<file path="config.mk">
export PLATFORM = sky130hd
export DESIGN_NAME = sentence_boundary_tagger
export DESIGN_NICKNAME = d
export VERILOG_FILES = /design/src/rtl/core/sbt_pkg.sv /design/src/rtl/core/sbt_in_reg.sv /design/src/rtl/core/sbt_core.sv /design/src/rtl/core/sbt_out_queue.sv /design/src/rtl/core/sentence_boundary_tagger.sv
export VERILOG_INCLUDE_DIRS = /design/src /design/src/rtl/core
export SDC_FILE = /design/constraint.sdc
export NUM_CORES = 1
export LEC_CHECK = 0
export BUFFER_PORTS_ARGS = -buffer_cell sky130_fd_sc_hd__buf_2
export CORE_MARGIN = 8
export CORE_UTILIZATION = 50
export CTS_CLUSTER_DIAMETER = 60
export CTS_CLUSTER_SIZE = 28
export DETAILED_ROUTE_END_ITERATION = 10
export PLACE_DENSITY = 0.78
export SYNTH_ARGS = -nofsm -noshare
export SYNTH_HDL_FRONTEND = slang
export SYNTH_HIERARCHICAL = 1
export SYNTH_SLANG_ARGS = --single-unit
</file>
<file path="constraint.sdc">
create_clock -name clk_i -period 7.5 [get_ports clk_i]
set_clock_uncertainty 0.05 [all_clocks]
set_input_delay 1.5 -clock clk_i [delete_from_list [all_inputs] [get_ports clk_i]]
set_output_delay 1.5 -clock clk_i [all_outputs]
set_load 0.02 [all_outputs]
</file>
<file path="src/rtl/core/sentence_boundary_tagger_macros.svh">
// Assertion macros of the sentence boundary tagger RTL, used by sbt_core
`ifndef SENTENCE_BOUNDARY_TAGGER_MACROS_SVH
`define SENTENCE_BOUNDARY_TAGGER_MACROS_SVH

// Condition that must hold at every clock edge out of reset
`define SBT_ASSERT_INV(name, clk, rst_n, cond) \
  name: assert property (@(posedge clk) disable iff (!rst_n) (cond)) \
    else $error("sbt invariant violated");

// Consequence that must hold in the cycle after the antecedent
`define SBT_ASSERT_NEXT(name, clk, rst_n, ante, cons) \
  name: assert property (@(posedge clk) disable iff (!rst_n) (ante) |=> (cons)) \
    else $error("sbt next-cycle check violated");

`endif

</file>
<file path="src/rtl/core/sbt_pkg.sv">
// Types, constants and helpers of the sentence boundary tagger
package sbt_pkg;

  localparam int unsigned IdxW = 16;
  localparam logic [IdxW-1:0] IdxMax = {IdxW{1'b1}};
  localparam int unsigned CntW = 16;
  localparam logic [CntW-1:0] CntMax = {CntW{1'b1}};
  localparam int unsigned LenW = 3;
  localparam logic [LenW-1:0] LenMax = {LenW{1'b1}};
  localparam logic [LenW-1:0] ShortTermLen = 3'd5;

  // configuration register indexes
  localparam logic [1:0] CfgMinTokens = 2'd0;
  localparam logic [1:0] CfgMaxTokens = 2'd1;
  localparam logic [1:0] CfgStartTerm = 2'd2;

  localparam logic [7:0] ChQuest = 8'h3F;
  localparam logic [7:0] ChBang  = 8'h21;
  localparam logic [7:0] ChSemi  = 8'h3B;
  localparam logic [7:0] ChDot   = 8'h2E;
  localparam logic [7:0] ChBquot = 8'h60;
  localparam logic [7:0] ChDquot = 8'h22;
  localparam logic [7:0] ChSquot = 8'h27;
  localparam logic [7:0] ChSpace = 8'h20;
  localparam logic [7:0] ChLt    = 8'h3C;
  localparam logic [7:0] ChGt    = 8'h3E;
  localparam logic [7:0] ChUpA   = 8'h41;
  localparam logic [7:0] ChUpZ   = 8'h5A;

  typedef enum logic [1:0] {
    EcNone = 2'd0,
    EcStop = 2'd1,
    EcDot  = 2'd2
  } end_class_e;

  typedef struct packed {
    logic [7:0] ch;
    logic       term_last;
    logic       doc_last;
  } sbt_item_t;

  // results of one character: a = pending period tag, b = term end tag,
  // c = remainder tag, d = sentence count
  typedef struct packed {
    logic [3:0]      mask;
    logic [15:0]     a_begin;
    logic [15:0]     a_end;
    logic [15:0]     b_begin;
    logic [15:0]     b_end;
    logic [15:0]     c_begin;
    logic [15:0]     c_end;
    logic [CntW-1:0] total;
  } sbt_bundle_t;

  function automatic logic is_upper(input logic [7:0] c);
    return c inside {[ChUpA:ChUpZ]};
  endfunction

endpackage

</file>
<file path="src/rtl/core/sbt_in_reg.sv">
// Input register stage of the character stream
module sbt_in_reg import sbt_pkg::*; (
  input  logic      clk_i,
  input  logic      rst_ni,
  input  logic      in_valid_i,
  output logic      in_ready_o,
  input  sbt_item_t in_item_i,
  input  logic      take_i,
  output logic      valid_o,
  output sbt_item_t item_o
);

  logic      valid_q;
  sbt_item_t item_q;

  assign in_ready_o = !valid_q || take_i;
  assign valid_o    = valid_q;
  assign item_o     = item_q;

  always_ff @(posedge clk_i or negedge rst_ni) begin
    if (!rst_ni) begin
      valid_q <= 1'b0;
    end else if (in_ready_o) begin
      valid_q <= in_valid_i;
    end
  end

  always_ff @(posedge clk_i) begin
    if (in_ready_o && in_valid_i) begin
      item_q <= in_item_i;
    end
  end

endmodule

</file>
<file path="src/rtl/core/sbt_core.sv">
// Per-character sentence boundary state, configuration registers and result build
`include "sentence_boundary_tagger_macros.svh"

module sbt_core import sbt_pkg::*; (
  input  logic        clk_i,
  input  logic        rst_ni,
  input  logic        cfg_valid_i,
  input  logic [1:0]  cfg_index_i,
  input  logic [15:0] cfg_data_i,
  input  logic        step_i,
  input  sbt_item_t   item_i,
  output sbt_bundle_t bundle_o
);

  logic [15:0]     min_q, max_q, start_q;
  logic [IdxW-1:0] ti_q, ti_d, ss_q, ss_d;
  logic [LenW-1:0] tlen_q, tlen_d;
  logic            fiu_q, fiu_d;
  end_class_e      ec_q, ec_d;
  logic            dot_q, dot_d, inner_q, inner_d, pend_q, pend_d;
  logic [CntW-1:0] kept_q, kept_d;

  function automatic logic keep(input logic [IdxW-1:0] b, input logic [IdxW-1:0] e,
                                input logic [15:0] lo, input logic [15:0] hi);
    logic [IdxW-1:0] len;
    len = e - b;
    return (IdxW'(lo) < len) && (len < IdxW'(hi));
  endfunction

  function automatic logic [CntW-1:0] sat_inc(input logic [CntW-1:0] k);
    return (k == CntMax) ? k : k + 1'b1;
  endfunction

  always_ff @(posedge clk_i or negedge rst_ni) begin
    if (!rst_ni) begin
      min_q   <= '0;
      max_q   <= 16'hFFFF;
      start_q <= '0;
    end else if (cfg_valid_i) begin
      case (cfg_index_i)
        CfgMinTokens: min_q   <= cfg_data_i;
        CfgMaxTokens: max_q   <= cfg_data_i;
        CfgStartTerm: start_q <= cfg_data_i;
        default: ;
      endcase
    end
  end

  always_comb begin
    logic            up, a_fire, a_keep, b_keep, c_keep, term_end;
    logic [IdxW-1:0] ss1, nxt;
    logic [CntW-1:0] k;
    up       = is_upper(item_i.ch);
    a_fire   = 1'b0;
    a_keep   = 1'b0;
    b_keep   = 1'b0;
    c_keep   = 1'b0;
    term_end = item_i.term_last || item_i.doc_last;
    ss1      = ss_q;
    k        = kept_q;
    pend_d   = pend_q;
    fiu_d    = fiu_q;

    // first character of a term settles a deferred period
    if (tlen_q == '0) begin
      if (pend_q) begin
        pend_d = 1'b0;
        if (up) begin
          a_fire = 1'b1;
          a_keep = keep(ss_q, ti_q, min_q, max_q);
          if (a_keep) k = sat_inc(k);
          ss1 = ti_q;
        end
      end
      fiu_d = up;
    end

    inner_d = inner_q || dot_q;
    dot_d   = dot_q || (item_i.ch == ChDot);
    tlen_d  = (tlen_q == LenMax) ? tlen_q : tlen_q + 1'b1;
    ec_d    = ec_q;
    if (!(item_i.ch inside {ChDquot, ChSquot, ChBquot, ChSpace, ChLt, ChGt})) begin
      if (item_i.ch inside {ChQuest, ChBang, ChSemi}) begin
        ec_d = EcStop;
      end else if (item_i.ch == ChDot) begin
        ec_d = EcDot;
      end else begin
        ec_d = EcNone;
      end
    end

    nxt  = (ti_q == IdxMax) ? ti_q : ti_q + 1'b1;
    ti_d = ti_q;
    ss_d = ss1;
    bundle_o.b_begin = ss1[15:0];
    bundle_o.b_end   = nxt[15:0];
    if (term_end) begin
      if (ec_d == EcStop) begin
        b_keep = keep(ss1, nxt, min_q, max_q);
        if (b_keep) k = sat_inc(k);
        ss_d = nxt;
      end else if (ec_d == EcDot) begin
        pend_d = !(fiu_d && (inner_d || tlen_d < ShortTermLen));
      end
      ti_d    = nxt;
      tlen_d  = '0;
      fiu_d   = 1'b0;
      ec_d    = EcNone;
      dot_d   = 1'b0;
      inner_d = 1'b0;
    end

    bundle_o.c_begin = ss_d[15:0];
    bundle_o.c_end   = ti_d[15:0];
    if (item_i.doc_last) begin
      if (ti_d > ss_d) begin
        c_keep = keep(ss_d, ti_d, min_q, max_q);
        if (c_keep) k = sat_inc(k);
      end
    end
    bundle_o.total = k;
    kept_d = k;

    if (item_i.doc_last) begin
      ti_d   = IdxW'(start_q);
      ss_d   = IdxW'(start_q);
      pend_d = 1'b0;
      kept_d = '0;
    end

    bundle_o.mask    = {item_i.doc_last, c_keep, b_keep, a_fire && a_keep};
    bundle_o.a_begin = ss_q[15:0];
    bundle_o.a_end   = ti_q[15:0];
  end

  always_ff @(posedge clk_i or negedge rst_ni) begin
    if (!rst_ni) begin
      ti_q    <= '0;
      ss_q    <= '0;
      tlen_q  <= '0;
      fiu_q   <= 1'b0;
      ec_q    <= EcNone;
      dot_q   <= 1'b0;
      inner_q <= 1'b0;
      pend_q  <= 1'b0;
      kept_q  <= '0;
    end else if (step_i) begin
      ti_q    <= ti_d;
      ss_q    <= ss_d;
      tlen_q  <= tlen_d;
      fiu_q   <= fiu_d;
      ec_q    <= ec_d;
      dot_q   <= dot_d;
      inner_q <= inner_d;
      pend_q  <= pend_d;
      kept_q  <= kept_d;
    end
  end

  `SBT_ASSERT_INV(a_start_le_index, clk_i, rst_ni, ss_q <= ti_q)
  // a deferred period only exists between terms
  `SBT_ASSERT_INV(a_pend_between_terms, clk_i, rst_ni, !pend_q || (tlen_q == '0))
  `SBT_ASSERT_NEXT(a_doc_end_clears, clk_i, rst_ni, step_i && item_i.doc_last,
                   (kept_q == '0) && (tlen_q == '0) && !pend_q && (ss_q == ti_q))

endmodule

</file>
<file path="src/rtl/core/sbt_out_queue.sv">
// Result register that holds one character's results and hands them out one by one
module sbt_out_queue import sbt_pkg::*; (
  input  logic        clk_i,
  input  logic        rst_ni,
  input  logic        item_valid_i,
  input  sbt_bundle_t bundle_i,
  output logic        take_o,
  output logic        out_valid_o,
  input  logic        out_ready_i,
  output logic        kind_o,
  output logic [15:0] tag_begin_o,
  output logic [15:0] tag_end_o,
  output logic [15:0] total_o,
  output logic        last_o
);

  sbt_bundle_t bundle_q;
  logic [3:0]  mask_q, mask_d, low, rest, remain;
  logic        pop;

  assign low         = mask_q & (~mask_q + 4'd1);
  assign rest        = mask_q & ~low;
  assign out_valid_o = |mask_q;
  assign pop         = out_valid_o && out_ready_i;
  assign remain      = pop ? rest : mask_q;
  assign take_o      = item_valid_i && (remain == 4'd0);
  assign mask_d      = take_o ? bundle_i.mask : remain;
  assign last_o      = (rest == 4'd0);

  always_comb begin
    kind_o      = 1'b0;
    tag_begin_o = '0;
    tag_end_o   = '0;
    total_o     = '0;
    case (1'b1)
      low[0]: begin
        tag_begin_o = bundle_q.a_begin;
        tag_end_o   = bundle_q.a_end;
      end
      low[1]: begin
        tag_begin_o = bundle_q.b_begin;
        tag_end_o   = bundle_q.b_end;
      end
      low[2]: begin
        tag_begin_o = bundle_q.c_begin;
        tag_end_o   = bundle_q.c_end;
      end
      low[3]: begin
        kind_o  = 1'b1;
        total_o = bundle_q.total;
      end
      default: ;
    endcase
  end

  always_ff @(posedge clk_i or negedge rst_ni) begin
    if (!rst_ni) begin
      mask_q <= '0;
    end else begin
      mask_q <= mask_d;
    end
  end

  always_ff @(posedge clk_i) begin
    if (take_o) begin
      bundle_q <= bundle_i;
    end
  end

endmodule

</file>
<file path="src/rtl/core/sentence_boundary_tagger.sv">
// Top level of the sentence boundary tagger
// Path: a character is held in the input register, then its results in the result register,
//   from which they are handed out one by one.
// Throughput: one character per cycle while results are taken; a character with n > 1 results
//   holds the result register until all are taken, and the input waits meanwhile.
// Reset: asynchronous, active low; clears term and document state, empties both
//   registers and loads the configuration defaults (min 0, max 65535, start 0).
module sentence_boundary_tagger import sbt_pkg::*; (
  input  logic        clk_i,
  input  logic        rst_ni,
  input  logic        s_axis_tvalid_i,
  output logic        s_axis_tready_o,
  input  logic [7:0]  s_axis_tdata_i,   // [7:0] ch
  input  logic        s_axis_tlast_i,   // term_last
  input  logic        s_axis_tuser_i,   // [0] doc_last
  output logic        m_axis_tvalid_o,
  input  logic        m_axis_tready_i,
  output logic [47:0] m_axis_tdata_o,   // [15:0] tag_begin, [31:16] tag_end,
                                        // [47:32] sentence_total
  output logic        m_axis_tlast_o,   // last
  output logic        m_axis_tuser_o,   // [0] kind
  input  logic        cfg_valid_i,
  output logic        cfg_ready_o,
  input  logic [1:0]  cfg_index_i,
  input  logic [15:0] cfg_data_i
);

  sbt_item_t   in_item, item;
  sbt_bundle_t bundle;
  logic        item_valid, take;
  logic [15:0] tag_begin, tag_end, total;

  assign in_item.ch        = s_axis_tdata_i;
  assign in_item.term_last = s_axis_tlast_i;
  assign in_item.doc_last  = s_axis_tuser_i;
  assign cfg_ready_o       = 1'b1;
  assign m_axis_tdata_o    = {total, tag_end, tag_begin};

  sbt_in_reg u_in_reg (
    .clk_i      (clk_i),
    .rst_ni     (rst_ni),
    .in_valid_i (s_axis_tvalid_i),
    .in_ready_o (s_axis_tready_o),
    .in_item_i  (in_item),
    .take_i     (take),
    .valid_o    (item_valid),
    .item_o     (item)
  );

  sbt_core u_core (
    .clk_i       (clk_i),
    .rst_ni      (rst_ni),
    .cfg_valid_i (cfg_valid_i),
    .cfg_index_i (cfg_index_i),
    .cfg_data_i  (cfg_data_i),
    .step_i      (take),
    .item_i      (item),
    .bundle_o    (bundle)
  );

  sbt_out_queue u_out_queue (
    .clk_i        (clk_i),
    .rst_ni       (rst_ni),
    .item_valid_i (item_valid),
    .bundle_i     (bundle),
    .take_o       (take),
    .out_valid_o  (m_axis_tvalid_o),
    .out_ready_i  (m_axis_tready_i),
    .kind_o       (m_axis_tuser_o),
    .tag_begin_o  (tag_begin),
    .tag_end_o    (tag_end),
    .total_o      (total),
    .last_o       (m_axis_tlast_o)
  );

endmodule

</file>
# Word-level counts from Yosys, hierarchy flattened
# Index checks and enable logic that the tools add are counted.
# Widths: inputs -> output; s select.
[totals]
regBits = 232
out_inout_bits = 53
word_cells = 156
[op_classes]
n_addsub = 9
order_cmp = 10
n_eq_ne = 19
mux = 64
n_bitwise = 4
n_reduce_logical = 26
[op_table]
columns = ["cell", "count"]
rows = [
  ["$mux 16", 33],
  ["$lt 16x16->1", 6],
  ["$eq 8x6->1 const B", 9],
  ["$add 16x1->16 const B", 4],
  ["$eq 16x16->1 const B", 4],
  ["$sub 16x16->16", 3],
  ["$mux 1", 23],
  ["$gt 16x16->1", 1],
  ["$logic_and 1x1->1", 9],
  ["$and 4x4->4", 2],
  ["$eq 8x7->1 const B", 1],
  ["$ge 8x7->1 const B", 1],
  ["$le 8x7->1 const B", 1],
  ["$logic_not 4->1", 2],
  ["$mux 2", 4],
  ["$mux 4", 2],
  ["$not 4->4", 2],
  ["$mux 3", 2],
  ["$reduce_and 2->1", 3],
  ["$reduce_bool 6->1", 1],
  ["$logic_or 1x1->1", 5],
  ["$add 4x1->4 const B", 1],
  ["$eq 2x1->1 const B", 2],
  ["$eq 2x2->1 const B", 2],
  ["8 further kinds", 9],
]

# Longest topological paths before layout
[logic_depth]
depth_word = 18
ltp_mapped = 41

# Cells and area by module
# Netlist, hierarchy kept.
[modules_own_cells]
columns = ["module", "instances", "cells_each", "area_per_inst_um2", "seq_area_each_um2"]
rows = [
  ["sbt_core", 1, 1426, 11531.1, 2647.5],
  ["sbt_out_queue", 1, 280, 4579.4, 3463.3],
  ["sbt_in_reg", 1, 14, 354.1, 325.3],
  ["sentence_boundary_tagger", 1, 2, 11.3, 0.0],
]

# Worst setup path before layout
# OpenSTA, ideal clock, no wires.
[synth_path]
path_kind = "reg2reg"
startpoint = "register u_in_reg.item_q (netlist bit u_in_reg/item_o[6])"
endpoint = "register u_out_queue/bundle_q[9] (netlist name), data pin"
setup_time_ps = 265
arrival_time_ps = 7833
t_required_ps = 7185
setup_slack_ps = -648
stages_incl_launch_ff = 33
path_buffers = 1
period_less_slack_ps = 8148
cell_sequence = "edfxtp_1 -> or4_4 -> a2111o_1 -> nand2_1 -> a21oi_1 -> nor2_1 -> clkbuf_1 -> mux2i_1 -> inv_1 -> ha_1 -> nor2b_1 -> o21ai_0 -> a21boi_0 -> o21ai_0 -> a21boi_0 -> o21ai_0 -> a21boi_0 -> o21ai_0 -> a21boi_0 -> o21ai_0 -> a21boi_0 -> nor4_1 -> or3_1 -> ha_1 -> and3_1 -> a31oi_1 -> nand4_1 -> a2111oi_0 -> o31ai_1 -> a211oi_1 -> o211ai_1 -> or4b_1 -> xnor2_1"
[synth_lines]
columns = ["item", "line_no", "rtl"]
rows = [
  ["start, declared", "sbt_in_reg.sv:14", "sbt_item_t item_q;"],
  ["start signal, assigned", "sbt_in_reg.sv:30", "item_q <= in_item_i;"],
  ["end signal, assigned", "sbt_out_queue.sv:66", "bundle_q <= bundle_i;"],
  ["end, declared", "sbt_out_queue.sv:17", "sbt_bundle_t bundle_q;"],
]

==> results.ini <==
[outcome]
run_status = finished, violations left
failing_checks = negative setup slack

[layout]
mostFrequentLayoutCells = sky130_fd_sc_hd__buf_4, sky130_fd_sc_hd__inv_1, sky130_fd_sc_hd__nand2_1, sky130_fd_sc_hd__ha_1, sky130_fd_sc_hd__edfxtp_1
layout.filler_cells = 2541
mostFrequentLayoutCell = sky130_fd_sc_hd__buf_4
utilization = 0.644
num-nets-final = 2211
final_cell_count_no_fill = 2493
drive_above_1_share = 0.341
syn_to_final_growth_pct = 27.1

[synthesis]
synth-seq-cells = 232
netlist_top_cells_area = sky130_fd_sc_hd__edfxtp_1, sky130_fd_sc_hd__dfrtp_1, sky130_fd_sc_hd__ha_1
yosys.area.top_type = sky130_fd_sc_hd__edfxtp_1
syn-instance-count = 1722
post_synth.cell_area_avg_um2 = 9.57
yosys_warnings = 6
synthDominantCellAreaShare = 0.222
synth_nets = 1900
synthArstFlopShare = 0.474
synth_cell_type_count = 100
synth_flop_cell = sky130_fd_sc_hd__edfxtp_1
synth-seq-area-share = 0.391
mappedNetlistArea_mm2 = 0.0165
number_of_enable_type_register_cells_in_the_synthesized_netlist = 122

[power]
combinationalPowerShare = 0.686
internal_power_mw = 5.90
worst_ir_drop_vdd_mv = 0.438
power_density_cells_mw_per_mm2 = 529
power_leakage_nw = 9.25
switchingPower_mw = 5.18
clock_power_share = 0.108
seq_power_share = 0.206
switching_share = 0.467

[detailed_routing]
detailroute.via_count = 14700
drcViolationCount = 0
drt-pass1-iter-count = 6
post_drt_wl_per_cell_um = 20.3
drt-vias-per-instance = 5.89
postRouteWirelength_um = 50700
drt_iter0_drc = 1584
antenna_left = 0

[worst_setup_path]
critPathMostFrequentCell = sky130_fd_sc_hd__o21ai_2
crit_path_max_fanout = 7
start_kind = register
critical-path-slowest-cell = sky130_fd_sc_hd__or4_4
critical-path-max-stage-delay_ps = 560
cp-end-kind = register
critical_path_class = reg -> reg
critical_path.n_buffers_inverters = 3
worst_path_dominant_cell_family = compound AO/OA/AOI/OAI gates
cp.required_ps = 7710
crit_arrival_ps = 8010

[sta]
setup_tns_ps = -2270
final.min_clock_period_ps = 7800
period_utilization_post_route = 1.04
worst_slew_pin_slew_ps = 948
finalHoldViolCount = 0
rsz0062_at_grt = true
slew_viol_final = 0
fmax_ghz = 0.128
max_slew_margin = 0.364
final.setup.worst_slack_ps = -297
finalSetupViolations = 18

[clock_tree]
clock_insertion_delay_worst_skew_ps = 550
tritoncts.num_buffers = 22
clock_tree.htree_level_count = 1
tritoncts = done
clkSlewWorstSetupHoldPaths_ps = 70
cts.sink_count = 232
cts_max_path_buffers = 3
ctsRootBufferMaster = sky130_fd_sc_hd__clkbuf_16
cts_hold_buf = 0

[place]
routability_cong = 0.972
dp_hpwl_um = 36200
portBuffers = 84
place.detailed.instances = 2388

[hold_path]
hp-class = reg -> reg

[floorplanning]
die_x_um = 198
floorplan.core_area_mm2 = 0.0325
rows = 66
initial_utilization = 0.506
dieHeight_um = 198
fp.dieArea_mm2 = 0.0390
top_level_ports = 86

[grt]
grt_overflow = 0
grt_usage = 0.240
antenna_violations_before_repair = 1
grt_pass1_wl_um = 74600
grt_max_degree = 206
via_count_of_the_first_global_routing_pass = 13700

[job]
drv.max_cap_violation_count = 0

-- sequential cells by signal, indices dropped and copies added (netlist names) --
register	cells
u_core/fiu_q	1
u_core/inner_q	1
u_out_queue/bundle_q	112
u_core/ss_q	16
u_core/pend_q	1
u_core/kept_q	16
u_in_reg/item_o	10
u_core/ec_q	2
u_out_queue/mask_q	4
u_core/dot_q	1
u_core/max_q	16
u_core/ti_q	16
u_in_reg/valid_o	1
u_core/tlen_q	3
u_core/min_q	16
u_core/start_q	16
-- layout make-up --
type,count,area (um^2),area share
inverters,181,687,0.0328
multi-input cells,1243,9940,0.475
diodes,2,5.00,0.000239
well taps,442,553,0.0264
clock inverters,16,230,0.0110
clock buffers,24,579,0.0277
flip-flops and latches,232,6440,0.308
repair buffers,353,2510,0.120
-- kinds of logic (layout without fill, tap and decap cells) --
kind of cell / count (synthesis) / in the layout / synth area share
AOI/OAI and AO/OA: 422 / 422 / 0.176
xor gates and xnor gates: 68 / 68 / 0.0375
adders and majority gates: 145 / 145 / 0.111
buffers and inverters: 247 / 574 / 0.0620
DFF: 232 / 232 / 0.391
muxes: 96 / 96 / 0.0636
other: 1 / 3 / 0.000228
and+or+nand+nor: 511 / 511 / 0.158
-- final timing paths --
kind	cells past startpoint	end	from	slack (ps)
max in group asynchronous	2	u_out_queue/mask_q[0]$_DFF_PN0_	rst_ni	5150
min in group asynchronous	1	u_core/min_q[2]$_DFFE_PN0P_	rst_ni	970
max reg2reg	38	u_out_queue/bundle_q[9]$_DFFE_PP_	u_in_reg/item_o[5]$_DFFE_PP_	-300
min	1	u_core/start_q[14]$_DFFE_PN0P_	u_core/start_q[14]$_DFFE_PN0P_	450
max	38	u_out_queue/bundle_q[9]$_DFFE_PP_	u_in_reg/item_o[5]$_DFFE_PP_	-300
min reg2reg	1	u_core/start_q[14]$_DFFE_PN0P_	u_core/start_q[14]$_DFFE_PN0P_	450
-- Yosys cell counts (9+ instances only) --
master,number
sky130_fd_sc_hd__dfstp_2,16
sky130_fd_sc_hd__clkbuf_1,40
sky130_fd_sc_hd__nor2_1,126
sky130_fd_sc_hd__o21ai_1,34
sky130_fd_sc_hd__nand2b_1,19
sky130_fd_sc_hd__inv_1,180
sky130_fd_sc_hd__nor3_1,32
sky130_fd_sc_hd__mux2_2,62
sky130_fd_sc_hd__edfxtp_1,122
sky130_fd_sc_hd__a21o_1,14
sky130_fd_sc_hd__nor4_1,12
sky130_fd_sc_hd__a21boi_0,23
sky130_fd_sc_hd__dfrtp_1,94
sky130_fd_sc_hd__a22oi_2,30
sky130_fd_sc_hd__o211ai_1,20
sky130_fd_sc_hd__buf_4,12
sky130_fd_sc_hd__xor2_1,16
sky130_fd_sc_hd__nand4_1,23
sky130_fd_sc_hd__and3_1,27
sky130_fd_sc_hd__or2_2,11
sky130_fd_sc_hd__nand2_1,150
sky130_fd_sc_hd__nand3_1,32
sky130_fd_sc_hd__o22ai_1,9
sky130_fd_sc_hd__or3_1,11
sky130_fd_sc_hd__xnor2_1,49
sky130_fd_sc_hd__o21ai_0,96
sky130_fd_sc_hd__ha_1,142
sky130_fd_sc_hd__mux2i_1,31
sky130_fd_sc_hd__a21oi_1,83
sky130_fd_sc_hd__o21a_1,28
sky130_fd_sc_hd__nor2b_1,15
-- metrics by stage --
step	power, mW	setup WS, ps	hold WS [ps]	cell area [um^2]
2_1_floorplan	6.33	7.66	373	16500
3_3_place_gp	8.28	-381	429	18700
3_5_place_dp	8.51	-607	440	18700
4_1_cts	9.99	-27.0	455	19800
5_1_grt	11.8	-463	474	20900
6_report	11.1	-297	452	20900
-- repair_timing --
item	4_1_cts	5_1_grt
pin swaps	26	108
setup endpoints to repair	18	18
buffers inserted	22	42
gates resized for setup	64	170
-- routing by layer --
metal / vias up / track usage / wire (um)
li1: 6792 / - / -
met1: 7042 / 0.353 / 22400
met2: 740 / 0.343 / 21600
met3: 111 / 0.0572 / 5280
met4: 0 / 0.0725 / 1420
met5: - / 0 / 0
-- power by group through the flow --
stage	registers (mW)	clock network, mW	logic, mW
2_1_floorplan	2.24	0	4.09
3_3_place_gp	2.26	0	6.02
3_5_place_dp	2.29	0	6.22
4_1_cts	2.27	1.22	6.50
5_1_grt	2.32	1.27	8.21
6_report	2.28	1.20	7.59
No activity file was read; power rests on OpenSTA's default activity.
